[src/rtl/core/scan_polar_to_cartesian_top_macros.svh]
// assertion macros shared by the converter modules
`ifndef SCAN_POLAR_TO_CARTESIAN_TOP_MACROS_SVH
`define SCAN_POLAR_TO_CARTESIAN_TOP_MACROS_SVH

`ifndef NO_ASSERTIONS

// consequence must hold in the same cycle
`define SPTC_ASSERT_SAME(label, clk, rst_n, ante, cons, msg) \
    label: assert property (@(posedge clk) disable iff (!rst_n) (ante) |-> (cons)) \
        else $error(msg);

// consequence must hold in the next cycle
`define SPTC_ASSERT_NEXT(label, clk, rst_n, ante, cons, msg) \
    label: assert property (@(posedge clk) disable iff (!rst_n) (ante) |=> (cons)) \
        else $error(msg);

`else

`define SPTC_ASSERT_SAME(label, clk, rst_n, ante, cons, msg)
`define SPTC_ASSERT_NEXT(label, clk, rst_n, ante, cons, msg)

`endif

`endif

[src/rtl/core/sptc_pkg.sv]
package sptc_pkg;

    // field and datapath widths
    localparam int RANGE_W = 16;
    localparam int COORD_W = 17;
    localparam int IDX_W   = 12;
    localparam int CNT_W   = 13;
    localparam int ANGLE_W = 32;
    localparam int XY_W    = 34;
    localparam int RND_W   = 18;

    // inverse cordic gain, unsigned q0.32
    localparam logic [31:0] GAIN_Q32 = 32'd2608131496;
    // eighth of a turn, used to pick the nearest quadrant
    localparam logic [ANGLE_W-1:0] EIGHTH_TURN = 32'h2000_0000;
    localparam logic [CNT_W-1:0] COUNT_MAX = 13'd8191;
    localparam logic [CNT_W-1:0] INDEX_CAP = 13'd4096;
    localparam logic [15:0] HEIGHT_RESET = 16'd70;
    localparam logic signed [COORD_W-1:0] COORD_MAX = 17'sd65535;
    localparam logic signed [COORD_W-1:0] COORD_MIN = -17'sd65535;

    // configuration register indexes
    localparam logic [1:0] CFG_ANGLE_START = 2'd0;
    localparam logic [1:0] CFG_ANGLE_STEP  = 2'd1;
    localparam logic [1:0] CFG_POINTS      = 2'd2;
    localparam logic [1:0] CFG_HEIGHT      = 2'd3;

    // quadrant codes
    localparam logic [1:0] QUAD_0 = 2'd0;
    localparam logic [1:0] QUAD_1 = 2'd1;
    localparam logic [1:0] QUAD_2 = 2'd2;
    localparam logic [1:0] QUAD_3 = 2'd3;

    typedef struct packed {
        logic [ANGLE_W-1:0] angle_start;
        logic [ANGLE_W-1:0] angle_step;
        logic [CNT_W-1:0]   points;
        logic [15:0]        height;
    } t_cfg;

    typedef struct packed {
        logic signed [XY_W-1:0]    x;
        logic signed [XY_W-1:0]    y;
        logic signed [ANGLE_W-1:0] z;
        logic [1:0]                quad;
        logic [IDX_W-1:0]          idx;
        logic                      sensor;
        logic                      last;
    } t_point;

    typedef struct packed {
        logic   valid;
        t_point pt;
    } t_stage;

    // arctangent of 2^-i in 2^32-per-turn units
    function automatic logic [ANGLE_W-1:0] atan_turn(input logic [4:0] i);
        logic [ANGLE_W-1:0] v;
        unique case (i)
            5'd0:  v = 32'd536870912;
            5'd1:  v = 32'd316933406;
            5'd2:  v = 32'd167458907;
            5'd3:  v = 32'd85004756;
            5'd4:  v = 32'd42667331;
            5'd5:  v = 32'd21354465;
            5'd6:  v = 32'd10679838;
            5'd7:  v = 32'd5340245;
            5'd8:  v = 32'd2670163;
            5'd9:  v = 32'd1335087;
            5'd10: v = 32'd667544;
            5'd11: v = 32'd333772;
            5'd12: v = 32'd166886;
            5'd13: v = 32'd83443;
            5'd14: v = 32'd41722;
            5'd15: v = 32'd20861;
            5'd16: v = 32'd10430;
            5'd17: v = 32'd5215;
            5'd18: v = 32'd2608;
            5'd19: v = 32'd1304;
            5'd20: v = 32'd652;
            5'd21: v = 32'd326;
            5'd22: v = 32'd163;
            5'd23: v = 32'd81;
            5'd24: v = 32'd41;
            5'd25: v = 32'd20;
            5'd26: v = 32'd10;
            5'd27: v = 32'd5;
            5'd28: v = 32'd3;
            5'd29: v = 32'd1;
            5'd30: v = 32'd1;
            5'd31: v = 32'd0;
            default: v = '0;
        endcase
        return v;
    endfunction

    // clamp a rounded coordinate to +-65535
    function automatic logic signed [COORD_W-1:0] sat_mm(input logic signed [RND_W-1:0] v);
        logic signed [COORD_W-1:0] r;
        if (v > RND_W'(COORD_MAX)) begin
            r = COORD_MAX;
        end else if (v < RND_W'(COORD_MIN)) begin
            r = COORD_MIN;
        end else begin
            r = v[COORD_W-1:0];
        end
        return r;
    endfunction

endpackage

[src/rtl/core/sptc_cell.sv]
module sptc_cell #(
    parameter int STAGE = 0
) (
    input  logic             i_clk,
    input  logic             i_rst_n,
    input  sptc_pkg::t_stage i_stage,
    input  logic             i_adv_dn,
    output logic             o_adv_up,
    output sptc_pkg::t_stage o_stage
);

    logic                                r_valid;
    sptc_pkg::t_point                    r_pt;
    sptc_pkg::t_point                    w_pt;
    logic signed [sptc_pkg::XY_W-1:0]    w_dx;
    logic signed [sptc_pkg::XY_W-1:0]    w_dy;
    logic signed [sptc_pkg::ANGLE_W-1:0] w_atan;

    assign o_adv_up = !r_valid || i_adv_dn;

    // one micro-rotation, direction from the sign of the remaining angle
    always_comb begin
        w_dx   = $signed(i_stage.pt.y) >>> STAGE;
        w_dy   = $signed(i_stage.pt.x) >>> STAGE;
        w_atan = $signed(sptc_pkg::atan_turn(5'(STAGE)));
        w_pt   = i_stage.pt;
        if (!i_stage.pt.z[sptc_pkg::ANGLE_W-1]) begin
            w_pt.x = i_stage.pt.x - w_dx;
            w_pt.y = i_stage.pt.y + w_dy;
            w_pt.z = i_stage.pt.z - w_atan;
        end else begin
            w_pt.x = i_stage.pt.x + w_dx;
            w_pt.y = i_stage.pt.y - w_dy;
            w_pt.z = i_stage.pt.z + w_atan;
        end
    end

    // cell valid
    always_ff @(posedge i_clk) begin
        if (!i_rst_n) begin
            r_valid <= 1'b0;
        end else if (o_adv_up) begin
            r_valid <= i_stage.valid;
        end
    end

    // cell payload
    always_ff @(posedge i_clk) begin
        if (o_adv_up && i_stage.valid) begin
            r_pt <= w_pt;
        end
    end

    assign o_stage.valid = r_valid;
    assign o_stage.pt    = r_pt;

endmodule

[config.mk]
export PLATFORM = sky130hd
export DESIGN_NAME = sptc_cell
export DESIGN_NICKNAME = d
export VERILOG_FILES = /design/src/rtl/core/scan_polar_to_cartesian_top_macros.svh /design/src/rtl/core/sptc_pkg.sv /design/src/rtl/core/sptc_cell.sv
export SDC_FILE = /design/constraint.sdc
export NUM_CORES = 1
export LEC_CHECK = 0
export BUFFER_PORTS_ARGS = -buffer_cell sky130_fd_sc_hd__buf_2
export CELL_PAD_IN_SITES_DETAIL_PLACEMENT = 1
export CELL_PAD_IN_SITES_GLOBAL_PLACEMENT = 2
export CORE_UTILIZATION = 33
export DETAILED_ROUTE_END_ITERATION = 7
export PLACE_DENSITY_LB_ADDON = 0.1
export SLEW_MARGIN = 5
export SYNTH_ARGS = -nofsm -noshare
export SYNTH_HDL_FRONTEND = slang
export SYNTH_SLANG_ARGS = --single-unit
[constraint.sdc]
create_clock -name i_clk -period 5.8 [get_ports i_clk]
set_clock_uncertainty 0.05 [all_clocks]
set_input_delay 1.16 -clock i_clk [delete_from_list [all_inputs] [get_ports i_clk]]
set_output_delay 1.16 -clock i_clk [all_outputs]
set_load 0.005 [all_outputs]
[Word-level counts from Yosys, hierarchy flattened]
Cells that the tools add are included.
Storage, ports and cells
  ROM bits: 0
  register bits: 117
  output and inout bits: 118
  word-level logic and storage cells: 17
  bits in latches: 0
  RAM bits: 0
  memories: 0
  input port bits: 120
Cells by class
  div/mod/pow operators: 0
  equal/unequal tests: 0
  multiply operators: 0
  bitwise gates (word level): 0
  magnitude comparators: 0
  $add $sub $neg: 5
  muxes and demuxes: 1
  shift operators: 0
  reductions and logical operators: 3
Operators by type and width (count)
  $mux W100: 1
  $sub A34 B34 Y34: 2
  $add A34 B34 Y34: 1
  $add A32 B31 Y32 const B: 1
  $sub A32 B31 Y32 const B: 1
  $logic_and A1 B1 Y1: 1
  $logic_not A1 Y1: 1
  $logic_or A1 B1 Y1: 1

[Longest topological paths before layout]
  depth in word-level cells: 3
  gate-level depth with buffers: 12
  mapped depth without buffers: 11

[Worst setup path after synthesis]
No wires, ideal clock.
  path kind: input to register
  start: input port i_adv_dn
  end: register r_pt, in the netlist o_stage[0] (enable)
  arrival time: 3969 ps
  buffers on the path: 0
  required time: 5262 ps
  slack: 1293 ps
  library setup time: 488 ps
  stages on the path: 2
  cell sequence: nand2b_1 -> and2_1
On the way
  cells in the longest elaborated chain, start to end: 2
RTL lines
  start: declaration: line sptc_cell.sv:7  | input logic i_adv_dn,
  $logic_or A1 B1 Y1: line sptc_cell.sv:19  | assign o_adv_up = !r_valid || i_adv_dn;
  $logic_and A1 B1 Y1: line sptc_cell.sv:49  | if (o_adv_up && i_stage.valid) begin
  end signal: assignment: line sptc_cell.sv:50  | r_pt <= w_pt;
  end: declaration: line sptc_cell.sv:13  | sptc_pkg::t_point r_pt;
Every way passes these cells.
A chain may end at the register's enable or synchronous reset.

==> impl.org <==
** Run status
- Status :: complete, no violations

** Clocking
- After clock tree synthesis, the clock-pin slew on the worst setup and hold paths is 0.06 ns.
- Post-CTS repair timing setup buffer count :: 0
- After clock tree synthesis, the flow added hold-fix buffers numbering 0.
- In this run the clock root is driven by a clkbuf_16.
- CTS tree :: yes
- The clock reaches the later pin of the worst-skew pair after around 0.42 ns.
- Number of buffers created by CTS :: 17
- Once the clock tree was built, the resizer swapped 0 gates to a different size.
- In this run the deepest clock path goes through 2 buffers.
- Number of levels in the clock H-tree :: 4
- # clock sinks :: between 100 and 150

** STA
- Static timing analysis puts the maximum clock frequency at ~0.23 GHz.
- Setup repair after global routing missed its margin :: no
- Dividing the final minimum period by the clock period gives ~76%.
- Worst Tran Pin Value :: between 1 and 1.5 ns
- Setup violations remaining at the end of the flow were counted as 0.
- The hold violation count in the final report came to 0.
- Measured against its own limit, the worst slew margin works out to approximately a quarter.
- For the final routed database, the setup TNS stands at 0 ns.
- The number of slew-limit violations in the final report came to 0.
- Smallest setup slack after layout :: roughly 1.4 ns
- Fin crit period :: ~4.4 ns
- The tightest hold path in the finished design has a slack of about 0.49 ns.

** Global route
- Total global-route track usage :: about a quarter
- Overflow left after global routing :: 0
- The first global-routing pass estimated 56280 um of wire.
- Antenna violations before repair :: 0
- Entering global routing, the biggest net connects 68 pins.
- The number of global-route vias before repair is between 9000 and 10000.

** Place
- Setup slack after placement :: about 0.94 ns
- The congestion estimate from routability-driven global placement came to around 0.87.
- Detailed placement finished with a half-perimeter wire length of between 20000 and 30000 um.
- In this run the tool buffered the top-level ports with 237 buffer cells.

** Run
- Number of violations of the max-capacitance limit :: 0

** Worst setup path
- Worst Path Arrival :: between 4 and 5 ns
- Element type at the critical path end :: register
- Critical Path RT :: a little under 6 ns
- The setup path with the least slack is of type in2reg.
- Peak fanout along the critical path :: 12
- Critical path launch point type :: primary input

** Layout
- In the final layout, the share of cells above drive strength 1 is between 20% and 30%.
- Count of nets after finishing :: 1528
- Counting the fill cells in the layout gives between 3000 and 4000.
- Leaving out fill and tap cells, the most frequent cell in the layout is buf_2.
- The number of antenna diodes in the final layout is 0.
- Compared with the post-synthesis result, the final layout area differs by 21.82%.
- Commonest non-fill, non-tap cells in the layout :: 237 x buf_2, 115 x edfxtp_1, 111 x a21oi_1

** Synth
- Synth warnings :: 0
- Yosys mapped a number of flops with a built-in enable equal to 115.
- Post-synth top area share :: roughly a third
- Mapped cell area :: about 9800 um2
- The biggest area contributor in the post-synthesis netlist is edfxtp_1.
- The synthesized design contains approximately 120 register bits.
- Count of unique library cells instantiated by Yosys :: 76
- The share of the Yosys chip area taken by registers is between 30% and 40%.
- Biggest area contributors in the synthesized netlist :: edfxtp_1 35%, ha_1 13%, a21oi_1 5.7%, xnor2_1 4.9%, inv_1 3.9%
- Leading register cell type out of synthesis :: edfxtp_1
- FFs w/ async S/R, synth :: 0%
- Cells after synthesis :: ~1100
- Net Count, Synth :: approximately 1300
- In this run the mean area of a mapped cell was 8.985 um2.

** Route
- In this run the remaining antenna-violating nets after routing total 0.
- For this run, design rule violations remaining after detail routing come to 0.
- Vias after detailed routing :: just over 9000
- The first routing iteration left between 600 and 700 violations.
- In the routed layout, each cell is associated on average with a via count of approximately 5.4.
- The first TritonRoute pass finished after 5 iterations.
- Total wire length after detailed routing :: between 30000 and 40000 um
- After detailed routing, the average wire length per cell comes to around 22 um.

** Floorplanning
- In this run the standard cell core region covers approximately 29000 um2.
- around 240 I/O pins were placed.
- The initial utilization of the core area, before any placement, comes to 33.85%.
- Width of the chip :: approximately 170 um
- Measured along the y axis, the die boundary spans between 150 and 200 um.
- Die area :: just over 30000 um2
- The initialized floorplan defines 62 standard-cell rows.

** Power and ir drop
- IR analysis of the VDD net gives a maximum drop of around 150 uV.
- Total power density per cell area :: 265.9 nW/um2
- Static power due to leakage :: slightly above 5 nW

** Hold path
- Type of the tightest min-delay check :: reg2reg
per-layer routing:
| metal | part of all wire [%] | vias up | global-route usage, % |
|---|---|---|---|
| met5 | 0 | - | 0 |
| met4 | 2.1 | 0 | 7.420 |
| met3 | 4.9 | 48 | 4.112 |
| met2 | 45 | 267 | 38.78 |
| met1 | 48 | 4483 | 33.17 |
| li1 | - | 4390 | - |
cells by family (layout without fill, tap and decap cells):
logic type | count (synthesis) | after routing | synth area share [%]
multiplexers | 15 | 15 | 1.559
AND/OR/NAND/NOR | 290 | 290 | 14.17
adder cells (fa/ha/maj) | 103 | 103 | 13.47
XOR/XNOR | 61 | 61 | 5.455
buffers and inverters | 154 | 382 | 6.184
flip-flops | 116 | 116 | 35.47
AO/OA/AOI/OAI | 351 | 351 | 23.70
worst max-delay path: stages:
cell and delay (ns):
buf_2 0.11, inv_1 0.04, ha_1 0.58, and3_1 0.28, o21ai_0 0.17, a31oi_1 0.32
o41ai_1 0.17, o311ai_0 0.94, nor3_1 0.09, or4_1 0.50, xnor2_1 0.16
per-stage QoR:
step	area, um2	utilization (%)	power [mW]	std cells
after global routing	11930	41.23	3.312	1702
final	11930	41.23	3.172	1702
after CTS	11930	41.23	3.198	1702
after global placement	11310	39.10	2.018	1670
after detailed placement	11310	39.10	2.025	1670
after floorplan	9793	-	1.659	1090
final cells by class:
type | count | area [um2] | share of cell area, %
clock buffers | 24 | 491.7 | 4.122
clock inverters | 8 | 123.9 | 1.038
inverters | 104 | 390.4 | 3.272
multi-input cells | 820 | 5717 | 47.92
flip-flops and latches | 116 | 3473 | 29.11
well taps | 384 | 480.5 | 4.027
repair buffers | 246 | 1254 | 10.51
where the power goes:
part	internal, mW	leakage, nW	switching, mW
Clock	0.722	0.296	0.436
Combinational	0.352	3.77	0.589
Sequential	1.05	1.12	0.0258
Total	2.12	5.19	1.05
flip-flops by register name, indices dropped and copies added, names as in the netlist:
register  count
r_valid       1
o_stage     115
Yosys cell counts (all sizes together), types with 3 or more instances:
master,n
a2111oi,7
a211o,6
a211oi,16
a21boi,6
a21o,15
a21oi,111
a221oi,7
a311o,3
a311oi,3
a31oi,17
and2,9
and3,8
buf,25
clkbuf,25
edfxtp,115
fa,4
ha,99
inv,103
mux2i,13
nand2,52
nand2b,14
nand3,25
nand3b,3
nand4,12
nor2,102
nor2b,17
nor3,24
nor4,6
o211ai,12
o21a,11
o21ai,67
o21bai,18
o22ai,3
o311ai,4
o31a,3
o31ai,17
o41ai,3
or2,7
or3,5
xnor2,55
xor2,6
final timing paths:
check	start	end	slack (ns)	cells past startpoint
worst max-delay path	i_stage[57]	o_stage[112]	1.37	11
worst min-delay path	r_valid	r_valid	0.49	2
worst max register to register	r_valid	o_stage[52]	3.90	3
worst min register to register	r_valid	r_valid	0.49	2
Note: power is estimated with default switching activity, not from simulation.
