File: src/rtl/core/scan_polar_to_cartesian_top_macros.svh
// assertion macros shared by the converter modules
`ifndef SCAN_POLAR_TO_CARTESIAN_TOP_MACROS_SVH
`define SCAN_POLAR_TO_CARTESIAN_TOP_MACROS_SVH

`ifndef NO_ASSERTIONS

// consequence must hold in the same cycle
`define SPTC_ASSERT_SAME(label, clk, rst_n, ante, cons, msg) \
    label: assert property (@(posedge clk) disable iff (!rst_n) (ante) |-> (cons)) \
        else $error(msg);

// consequence must hold in the next cycle
`define SPTC_ASSERT_NEXT(label, clk, rst_n, ante, cons, msg) \
    label: assert property (@(posedge clk) disable iff (!rst_n) (ante) |=> (cons)) \
        else $error(msg);

`else

`define SPTC_ASSERT_SAME(label, clk, rst_n, ante, cons, msg)
`define SPTC_ASSERT_NEXT(label, clk, rst_n, ante, cons, msg)

`endif

`endif

File: src/rtl/core/sptc_pkg.sv
package sptc_pkg;

    // field and datapath widths
    localparam int RANGE_W = 16;
    localparam int COORD_W = 17;
    localparam int IDX_W   = 12;
    localparam int CNT_W   = 13;
    localparam int ANGLE_W = 32;
    localparam int XY_W    = 34;
    localparam int RND_W   = 18;

    // inverse cordic gain, unsigned q0.32
    localparam logic [31:0] GAIN_Q32 = 32'd2608131496;
    // eighth of a turn, used to pick the nearest quadrant
    localparam logic [ANGLE_W-1:0] EIGHTH_TURN = 32'h2000_0000;
    localparam logic [CNT_W-1:0] COUNT_MAX = 13'd8191;
    localparam logic [CNT_W-1:0] INDEX_CAP = 13'd4096;
    localparam logic [15:0] HEIGHT_RESET = 16'd70;
    localparam logic signed [COORD_W-1:0] COORD_MAX = 17'sd65535;
    localparam logic signed [COORD_W-1:0] COORD_MIN = -17'sd65535;

    // configuration register indexes
    localparam logic [1:0] CFG_ANGLE_START = 2'd0;
    localparam logic [1:0] CFG_ANGLE_STEP  = 2'd1;
    localparam logic [1:0] CFG_POINTS      = 2'd2;
    localparam logic [1:0] CFG_HEIGHT      = 2'd3;

    // quadrant codes
    localparam logic [1:0] QUAD_0 = 2'd0;
    localparam logic [1:0] QUAD_1 = 2'd1;
    localparam logic [1:0] QUAD_2 = 2'd2;
    localparam logic [1:0] QUAD_3 = 2'd3;

    typedef struct packed {
        logic [ANGLE_W-1:0] angle_start;
        logic [ANGLE_W-1:0] angle_step;
        logic [CNT_W-1:0]   points;
        logic [15:0]        height;
    } t_cfg;

    typedef struct packed {
        logic signed [XY_W-1:0]    x;
        logic signed [XY_W-1:0]    y;
        logic signed [ANGLE_W-1:0] z;
        logic [1:0]                quad;
        logic [IDX_W-1:0]          idx;
        logic                      sensor;
        logic                      last;
    } t_point;

    typedef struct packed {
        logic   valid;
        t_point pt;
    } t_stage;

    // arctangent of 2^-i in 2^32-per-turn units
    function automatic logic [ANGLE_W-1:0] atan_turn(input logic [4:0] i);
        logic [ANGLE_W-1:0] v;
        unique case (i)
            5'd0:  v = 32'd536870912;
            5'd1:  v = 32'd316933406;
            5'd2:  v = 32'd167458907;
            5'd3:  v = 32'd85004756;
            5'd4:  v = 32'd42667331;
            5'd5:  v = 32'd21354465;
            5'd6:  v = 32'd10679838;
            5'd7:  v = 32'd5340245;
            5'd8:  v = 32'd2670163;
            5'd9:  v = 32'd1335087;
            5'd10: v = 32'd667544;
            5'd11: v = 32'd333772;
            5'd12: v = 32'd166886;
            5'd13: v = 32'd83443;
            5'd14: v = 32'd41722;
            5'd15: v = 32'd20861;
            5'd16: v = 32'd10430;
            5'd17: v = 32'd5215;
            5'd18: v = 32'd2608;
            5'd19: v = 32'd1304;
            5'd20: v = 32'd652;
            5'd21: v = 32'd326;
            5'd22: v = 32'd163;
            5'd23: v = 32'd81;
            5'd24: v = 32'd41;
            5'd25: v = 32'd20;
            5'd26: v = 32'd10;
            5'd27: v = 32'd5;
            5'd28: v = 32'd3;
            5'd29: v = 32'd1;
            5'd30: v = 32'd1;
            5'd31: v = 32'd0;
            default: v = '0;
        endcase
        return v;
    endfunction

    // clamp a rounded coordinate to +-65535
    function automatic logic signed [COORD_W-1:0] sat_mm(input logic signed [RND_W-1:0] v);
        logic signed [COORD_W-1:0] r;
        if (v > RND_W'(COORD_MAX)) begin
            r = COORD_MAX;
        end else if (v < RND_W'(COORD_MIN)) begin
            r = COORD_MIN;
        end else begin
            r = v[COORD_W-1:0];
        end
        return r;
    endfunction

endpackage

File: src/rtl/core/sptc_if.sv
// range sample channel
interface sptc_in_if;
    logic        valid;
    logic        ready;
    logic [15:0] range_mm;
    logic        scan_start;
    logic        sensor_in;

    modport source (output valid, output range_mm, output scan_start, output sensor_in,
                    input ready);
    modport sink   (input valid, input range_mm, input scan_start, input sensor_in,
                    output ready);
endinterface


File: src/rtl/core/sptc_front.sv
`include "scan_polar_to_cartesian_top_macros.svh"

module sptc_front #(
    parameter int MAX_POINTS = 4096
) (
    input  logic             i_clk,
    input  logic             i_rst_n,
    sptc_in_if.sink          i_scan,
    input  sptc_pkg::t_cfg   i_cfg,
    input  logic             i_adv_dn,
    output sptc_pkg::t_stage o_stage
);

    localparam int LIM_I = (MAX_POINTS < 4096) ? MAX_POINTS : 4096;
    localparam logic [sptc_pkg::CNT_W-1:0] LIM_MAX = sptc_pkg::CNT_W'(LIM_I);

    logic                              r_valid;
    sptc_pkg::t_point                  r_pt;
    logic [sptc_pkg::CNT_W-1:0]        r_count;
    logic [sptc_pkg::ANGLE_W-1:0]      r_acc;

    logic                              w_take;
    logic [sptc_pkg::CNT_W-1:0]        w_idx;
    logic [sptc_pkg::ANGLE_W-1:0]      w_acc;
    logic [sptc_pkg::CNT_W-1:0]        w_limit;
    logic                              w_keep;
    logic                              w_last;
    logic [sptc_pkg::ANGLE_W-1:0]      w_angle;
    logic [sptc_pkg::ANGLE_W-1:0]      w_fold;
    logic [1:0]                        w_quad;
    logic [sptc_pkg::ANGLE_W-1:0]      w_res;
    logic [47:0]                       w_prod;
    logic [47:0]                       w_rnd;
    logic [sptc_pkg::CNT_W-1:0]        n_count;
    logic [sptc_pkg::ANGLE_W-1:0]      n_acc;

    // stage takes a new item when empty or when the first cell moves on
    assign i_scan.ready = !r_valid || i_adv_dn;
    assign w_take       = i_scan.valid && i_scan.ready;

    // index, limit and angle of the incoming sample
    always_comb begin
        w_idx   = i_scan.scan_start ? '0 : r_count;
        w_acc   = i_scan.scan_start ? '0 : r_acc;
        w_limit = (i_cfg.points < LIM_MAX) ? i_cfg.points : LIM_MAX;
        w_keep  = w_idx < w_limit;
        w_last  = ({1'b0, w_idx} + 14'd1) == {1'b0, w_limit};
        w_angle = i_cfg.angle_start + w_acc;
        w_fold  = w_angle + sptc_pkg::EIGHTH_TURN;
        w_quad  = w_fold[31:30];
        w_res   = w_angle - {w_quad, 30'd0};
        n_count = (w_idx < sptc_pkg::COUNT_MAX) ? w_idx + 13'd1 : w_idx;
        n_acc   = w_acc + i_cfg.angle_step;
    end

    // gain-compensated start vector in q16
    assign w_prod = 48'(i_scan.range_mm) * 48'(sptc_pkg::GAIN_Q32);
    assign w_rnd  = w_prod + 48'd32768;

    // scan state and stage valid
    always_ff @(posedge i_clk) begin
        if (!i_rst_n) begin
            r_valid <= 1'b0;
            r_count <= '0;
            r_acc   <= '0;
        end else begin
            if (w_take) begin
                r_count <= n_count;
                r_acc   <= n_acc;
            end
            if (i_scan.ready) begin
                r_valid <= w_take && w_keep;
            end
        end
    end

    // stage payload
    always_ff @(posedge i_clk) begin
        if (w_take) begin
            r_pt.x      <= {2'b00, w_rnd[47:16]};
            r_pt.y      <= '0;
            r_pt.z      <= w_res;
            r_pt.quad   <= w_quad;
            r_pt.idx    <= w_idx[sptc_pkg::IDX_W-1:0];
            r_pt.sensor <= i_scan.sensor_in;
            r_pt.last   <= w_last;
        end
    end

    assign o_stage.valid = r_valid;
    assign o_stage.pt    = r_pt;

    `SPTC_ASSERT_NEXT(a_count_steps, i_clk, i_rst_n,
        w_take && !i_scan.scan_start && (r_count != sptc_pkg::COUNT_MAX),
        r_count == $past(r_count) + 13'd1, "sample index did not advance")
    `SPTC_ASSERT_NEXT(a_start_index, i_clk, i_rst_n,
        w_take && i_scan.scan_start && (w_limit != '0),
        r_valid && (r_pt.idx == '0), "scan start did not restart the index")

endmodule

File: src/flat_wrapper.sv
// flat-port wrapper written by rule: the top's interface ports become plain ports
module sptc_front_flat 
#(
    parameter int MAX_POINTS = 4096
)
  (i_clk, i_rst_n, i_cfg, i_adv_dn, o_stage, i_scan_valid, i_scan_range_mm, i_scan_scan_start, i_scan_sensor_in, i_scan_ready);
  sptc_in_if i_scan_i ();
  input  logic i_clk;
  input  logic i_rst_n;
  input  sptc_pkg::t_cfg i_cfg;
  input  logic i_adv_dn;
  output sptc_pkg::t_stage o_stage;
  input wire logic [$bits(i_scan_i.valid)-1:0] i_scan_valid;
  input wire logic [$bits(i_scan_i.range_mm)-1:0] i_scan_range_mm;
  input wire logic [$bits(i_scan_i.scan_start)-1:0] i_scan_scan_start;
  input wire logic [$bits(i_scan_i.sensor_in)-1:0] i_scan_sensor_in;
  output wire logic [$bits(i_scan_i.ready)-1:0] i_scan_ready;
  assign i_scan_i.valid = i_scan_valid;
  assign i_scan_i.range_mm = i_scan_range_mm;
  assign i_scan_i.scan_start = i_scan_scan_start;
  assign i_scan_i.sensor_in = i_scan_sensor_in;
  assign i_scan_ready = i_scan_i.ready;
  sptc_front #(.MAX_POINTS(MAX_POINTS)) u_core (.i_clk(i_clk), .i_rst_n(i_rst_n), .i_scan(i_scan_i), .i_cfg(i_cfg), .i_adv_dn(i_adv_dn), .o_stage(o_stage));
endmodule
File: config.mk
export PLATFORM = sky130hd
export DESIGN_NAME = sptc_front_flat
export DESIGN_NICKNAME = d
export VERILOG_FILES = /design/src/rtl/core/sptc_pkg.sv /design/src/rtl/core/sptc_if.sv /design/src/rtl/core/sptc_front.sv /design/src/flat_wrapper.sv
export VERILOG_INCLUDE_DIRS = /design/src /design/src/rtl/core
export SDC_FILE = /design/constraint.sdc
export NUM_CORES = 1
export LEC_CHECK = 0
export ABC_AREA = 1
export BUFFER_PORTS_ARGS = -buffer_cell sky130_fd_sc_hd__buf_2
export CAP_MARGIN = 20
export CORE_ASPECT_RATIO = 0.9
export CORE_MARGIN = 2
export CORE_UTILIZATION = 60
export DETAILED_ROUTE_END_ITERATION = 7
export PLACE_DENSITY = 0.8
export SLEW_MARGIN = 30
export SYNTH_ARGS = -nofsm -noshare
export SYNTH_HDL_FRONTEND = slang
export SYNTH_SLANG_ARGS = --single-unit
export TNS_END_PERCENT = 50
File: constraint.sdc
create_clock -name i_clk -period 7.3 [get_ports i_clk]
set_input_delay 0.365 -clock i_clk [delete_from_list [all_inputs] [get_ports i_clk]]
set_output_delay 0.365 -clock i_clk [all_outputs]
set_load 0.05 [all_outputs]
[Yosys cells after proc, flatten, opt, wreduce, memory -nomap -nowiden]
Cells that the tools add are included.
Cells by class
  reduce and logical (&&, ||, !) cells: 4
  $mul: 1
  order comparisons: 3
  add/sub/neg operators: 7
  multiplexer cells: 4
  eq/ne operators: 1
Operators by type and width (count)
  32-bit adder: 2
  48-bit by 16-bit adder with 48-bit output, second input constant: 1
  16-bit by 29-bit multiplier with 45-bit output, second input constant: 1
  13-bit 2-to-1 mux: 3
  32-bit by 30-bit adder with 32-bit output, second input constant: 1
  32-bit 2-to-1 mux: 1
  32-bit subtractor: 1
  13-bit < comparator, second input constant: 2
  13-bit by 1-bit adder with 14-bit output, second input constant: 1
  14-bit by 13-bit equality test with 1-bit output: 1
  13-bit by 1-bit adder with 13-bit output, second input constant: 1
  13-bit < comparator: 1
  1-bit logical AND: 2
  1-bit zero test: 1
  1-bit logical OR: 1
Word-level totals
  bits in registers: 126
  input port bits: 115
  word-level logic and storage cells: 29
  output and inout bits: 118

[Depth between registers and ports, before layout]
  word-level depth: 4
  depth in mapped cells: 37
  gate-level depth less buffers: 37

[Worst setup path after synthesis]
No wires, ideal clock.
  path kind: input -> register
  start: input i_scan_range_mm[4]
  end: register u_core.r_pt (netlist bit u_core.o_stage[109]) (data pin)
  library setup time: 0.249 ns
  required time: 7.051 ns
  path buffers: 0
  path slack: 1.646 ns
  stages: 26
  arrival: 5.405 ns
  path through: ha_1 > inv_1 > fa_1 > fa_1 > fa_1 > inv_1 > fa_1 > inv_1 > fa_1 > inv_1 > ha_1 > nand2_2 > inv_1 > a21oi_2 > nand3_2 > xor2_2 > ha_1 > nand3_1 > nor2_1 > nand2_2 > nor2_4 > nand3_2 > nor2_4 > nand3b_1 > nand2_1 > inv_1
On the way
  longest elaborated chain between the ends: 2
RTL lines
  start, declared: RTL line flat_wrapper.sv:14  | input wire logic [$bits(i_scan_i.range_mm)-1:0] i_scan_range_mm;
  16-bit by 29-bit multiplier with 45-bit output: RTL line sptc_front.sv:57  | assign w_prod = 48'(i_scan.range_mm) * 48'(sptc_pkg::GAIN_Q32);
  48-bit by 16-bit adder with 48-bit output: RTL line sptc_front.sv:58  | assign w_rnd = w_prod + 48'd32768;
  named net u_core.w_rnd[43]: RTL line sptc_front.sv:33  | logic [47:0] w_rnd;
  end, declared: RTL line sptc_front.sv:18  | sptc_pkg::t_point r_pt;
The timed path passes the listed nets, and every way through them passes these cells.
A chain may end at the register's enable or synchronous reset.

[Final worst setup path]
  start: input i_scan_range_mm[10]
  end: register u_core.r_pt (netlist bit u_core.o_stage[107]) (data pin)
The elaborated chain is that of the path after synthesis.

==> impl_metrics.py <==
metrics = {
    "timing": {
        "slew_headroom_pct": 39.7,
        "timing.final.max_slew_violations": 0,
        "finalSetupViolations": 0,
        "skew_ns": 0.0117,
        "fin_tns_setup_ns": 0,
        "worstMarginPinSlew_ns": 0.905,
        "finalHoldViolCount": 0,
        "rsz0062_at_grt": "no",
        "period_minus_slack_ns": 6.28,
        "max_freq_mhz": 159,
        "timing.final.crit_share_pct": 86.0,
    },
    "global_route": {
        "grt_max_degree": 90,
        "use_met1_pct": 41.3,
        "track_usage_pct": 32.1,
        "met2_usage_pct": 55.3,
        "met3_usage_pct": 5.42,
        "overflow": 0,
        "grt_pass1_vias": 17500,
        "grt_pass1_wl_um": 87600,
        "antenna_found_initial": 2,
        "grt_busiest_layer": "met2",
    },
    "critical_path": {
        "required_ns": 7.49,
        "worstSetupPathDepth": 30,
        "path_max_fanout": 6,
        "cp.arrival_ns": 6.47,
        "cpMostUsedCell": "nand2_1",
        "start_kind": "primary input",
        "crit_path_end_kind": "flop",
        "criticalPathCategory": "in -> reg",
        "crit_path_top_delay_cell": "fa_1",
        "slowest_delay_ns": 0.64,
        "worstPathBufferInverterCount": 7,
        "critPathTopFamily": "adder cells",
        "r2r_cells": 20,
    },
    "drt": {
        "dr.pass1.iters": 6,
        "vias_per_cell": 5.33,
        "drt_iter0_drc": 1365,
        "drc_errors": 0,
        "wire_per_inst_um": 16.1,
        "vias": 17400,
        "wirelength_um": 52600,
        "drtAntennaViolNets": 0,
    },
    "die": {
        "die_area_um2": 34000,
        "io_pins": 233,
        "rows": 62,
        "initial_core_util_pct": 61.0,
        "core_um2": 32000,
        "die-height_um": 175,
        "die_x_um": 194,
    },
    "synth": {
        "syn_inst": 2656,
        "yosys_most_used_dff": "edfxtp_1",
        "synthArstFlopShare_pct": 0,
        "ys_seq_area_share_pct": 17.0,
        "yosys_warnings": 0,
        "synth_enable_flop_cells": 80,
        "avgSynthCellArea_um2": 7.34,
        "ys_seq_elements": 126,
        "synth.distinct_cells": 51,
        "synth_area_um2": 19500,
    },
    "placement": {
        "place_congestion": 0.983,
        "dp_hpwl_um": 44000,
        "portBuffers": 180,
        "placed_cells": 3235,
    },
    "worst_hold_path": {
        "hp-class": "in -> reg",
        "holdPathStages": 1,
    },
    "cts": {
        "cts_tree": "done",
        "clk_pin_slew_worst_paths_ns": 0.07,
        "cts_setup_buffers": 0,
        "clock_latency_ns": 0.44,
        "cts_resized": 0,
        "cts_buffers": 17,
        "clk_path_buf_depth": 2,
        "clock-sinks": 126,
        "htree_levels": 4,
        "clock-root-buffer": "clkbuf_16",
        "hold_buffers": 0,
    },
    "final_layout": {
        "final_common_cell": "inv_1",
        "final_cells": 3269,
        "final_core_util_pct": 66.6,
        "layout-area-overhead-vs-synth_pct": 9.12,
        "nNetsFinal": 3366,
        "mostFrequentLayoutCells": "inv_1 (641), nand2_1 (576), ha_1 (243)",
        "drive_gt1_share_pct": 10.7,
    },
    "flow_run": {
        "cap_viol_max_count": 0,
    },
    "outcome": {
        "outcome": "complete, no violations",
    },
}
kinds of logic after synthesis:
family	after synthesis	share of synthesized area (%)
simple gates	1025	22.7
buf+inv	705	14.3
fa+ha+maj	413	33.0
compound gates	285	8.32
flops	126	17.0
xor+xnor	101	4.57
other cells	1	0.0192
layout make-up:
type / count / area, µm²
fillers: 2712 / 10700
diodes: 2 / 5.00
multi-input cells: 1860 / 13500
repair buffers: 182 / 920
clock inverters: 14 / 110
inverters: 651 / 2450
clock buffers: 18 / 429
flip-flops and latches: 126 / 3320
well taps: 416 / 520
per-stage QoR:
step                instance area (µm²)  worst slack (ns)  hold WS [ns]
global route                      21300             0.618        0.0999
CTS                               21300              1.08        0.0977
global placement                  20700             0.718         0.440
finish                            21300              1.02         0.104
floorplan                         19600              1.65         0.431
detailed placement                20700             0.657         0.450
flip-flops by register name (all words and copies together), names as in the netlist:
register	count
u_core.o_stage	80
u_core.r_acc	32
u_core.r_count	13
u_core.r_valid	1
synth_stat cells (6+ instances only):
library cell	number	share of area [%]
inv_1	642	12
nand2_1	577	11
ha_1	243	16
nor2_1	215	4.1
fa_1	170	17
a21oi_1	145	3.7
nand3_1	90	2.3
edfxtp_1	80	12
xor2_1	69	3.1
o21ai_0	60	1.5
dfxtp_1	46	4.7
buf_4	37	1.4
nand4_1	35	1.1
xnor2_1	31	1.4
nand2_2	27	0.87
a21o_1	17	0.65
nor2_2	17	0.55
nor3_1	16	0.41
a31oi_1	14	0.45
nor2_4	13	0.75
o21bai_1	13	0.50
clkbuf_1	12	0.23
or2_2	9	0.29
inv_2	7	0.13
nand3b_1	7	0.27
a211oi_1	6	0.23
final timing paths:
| check | startpoint | endpoint | slack [ns] |
|---|---|---|---|
| max | i_scan_range_mm[10] | u_core.o_stage[107] | 1.02 |
| min | i_scan_sensor_in | u_core.o_stage[1] | 0.10 |
| max reg2reg | u_core.r_acc[0] | u_core.o_stage[15] | 3.27 |
| min reg2reg | u_core.r_acc[0] | u_core.r_acc[0] | 0.47 |
routing by layer:
layer	vias to the layer above	share of wire, %
met4	0	2.9
li1	8543	-
met2	678	48
met5	-	0
met1	8082	42
met3	117	7.0
Power is left out: the tool's default activity adds up to more than one toggle a clock period on the data nets, which glitch-free logic cannot reach.
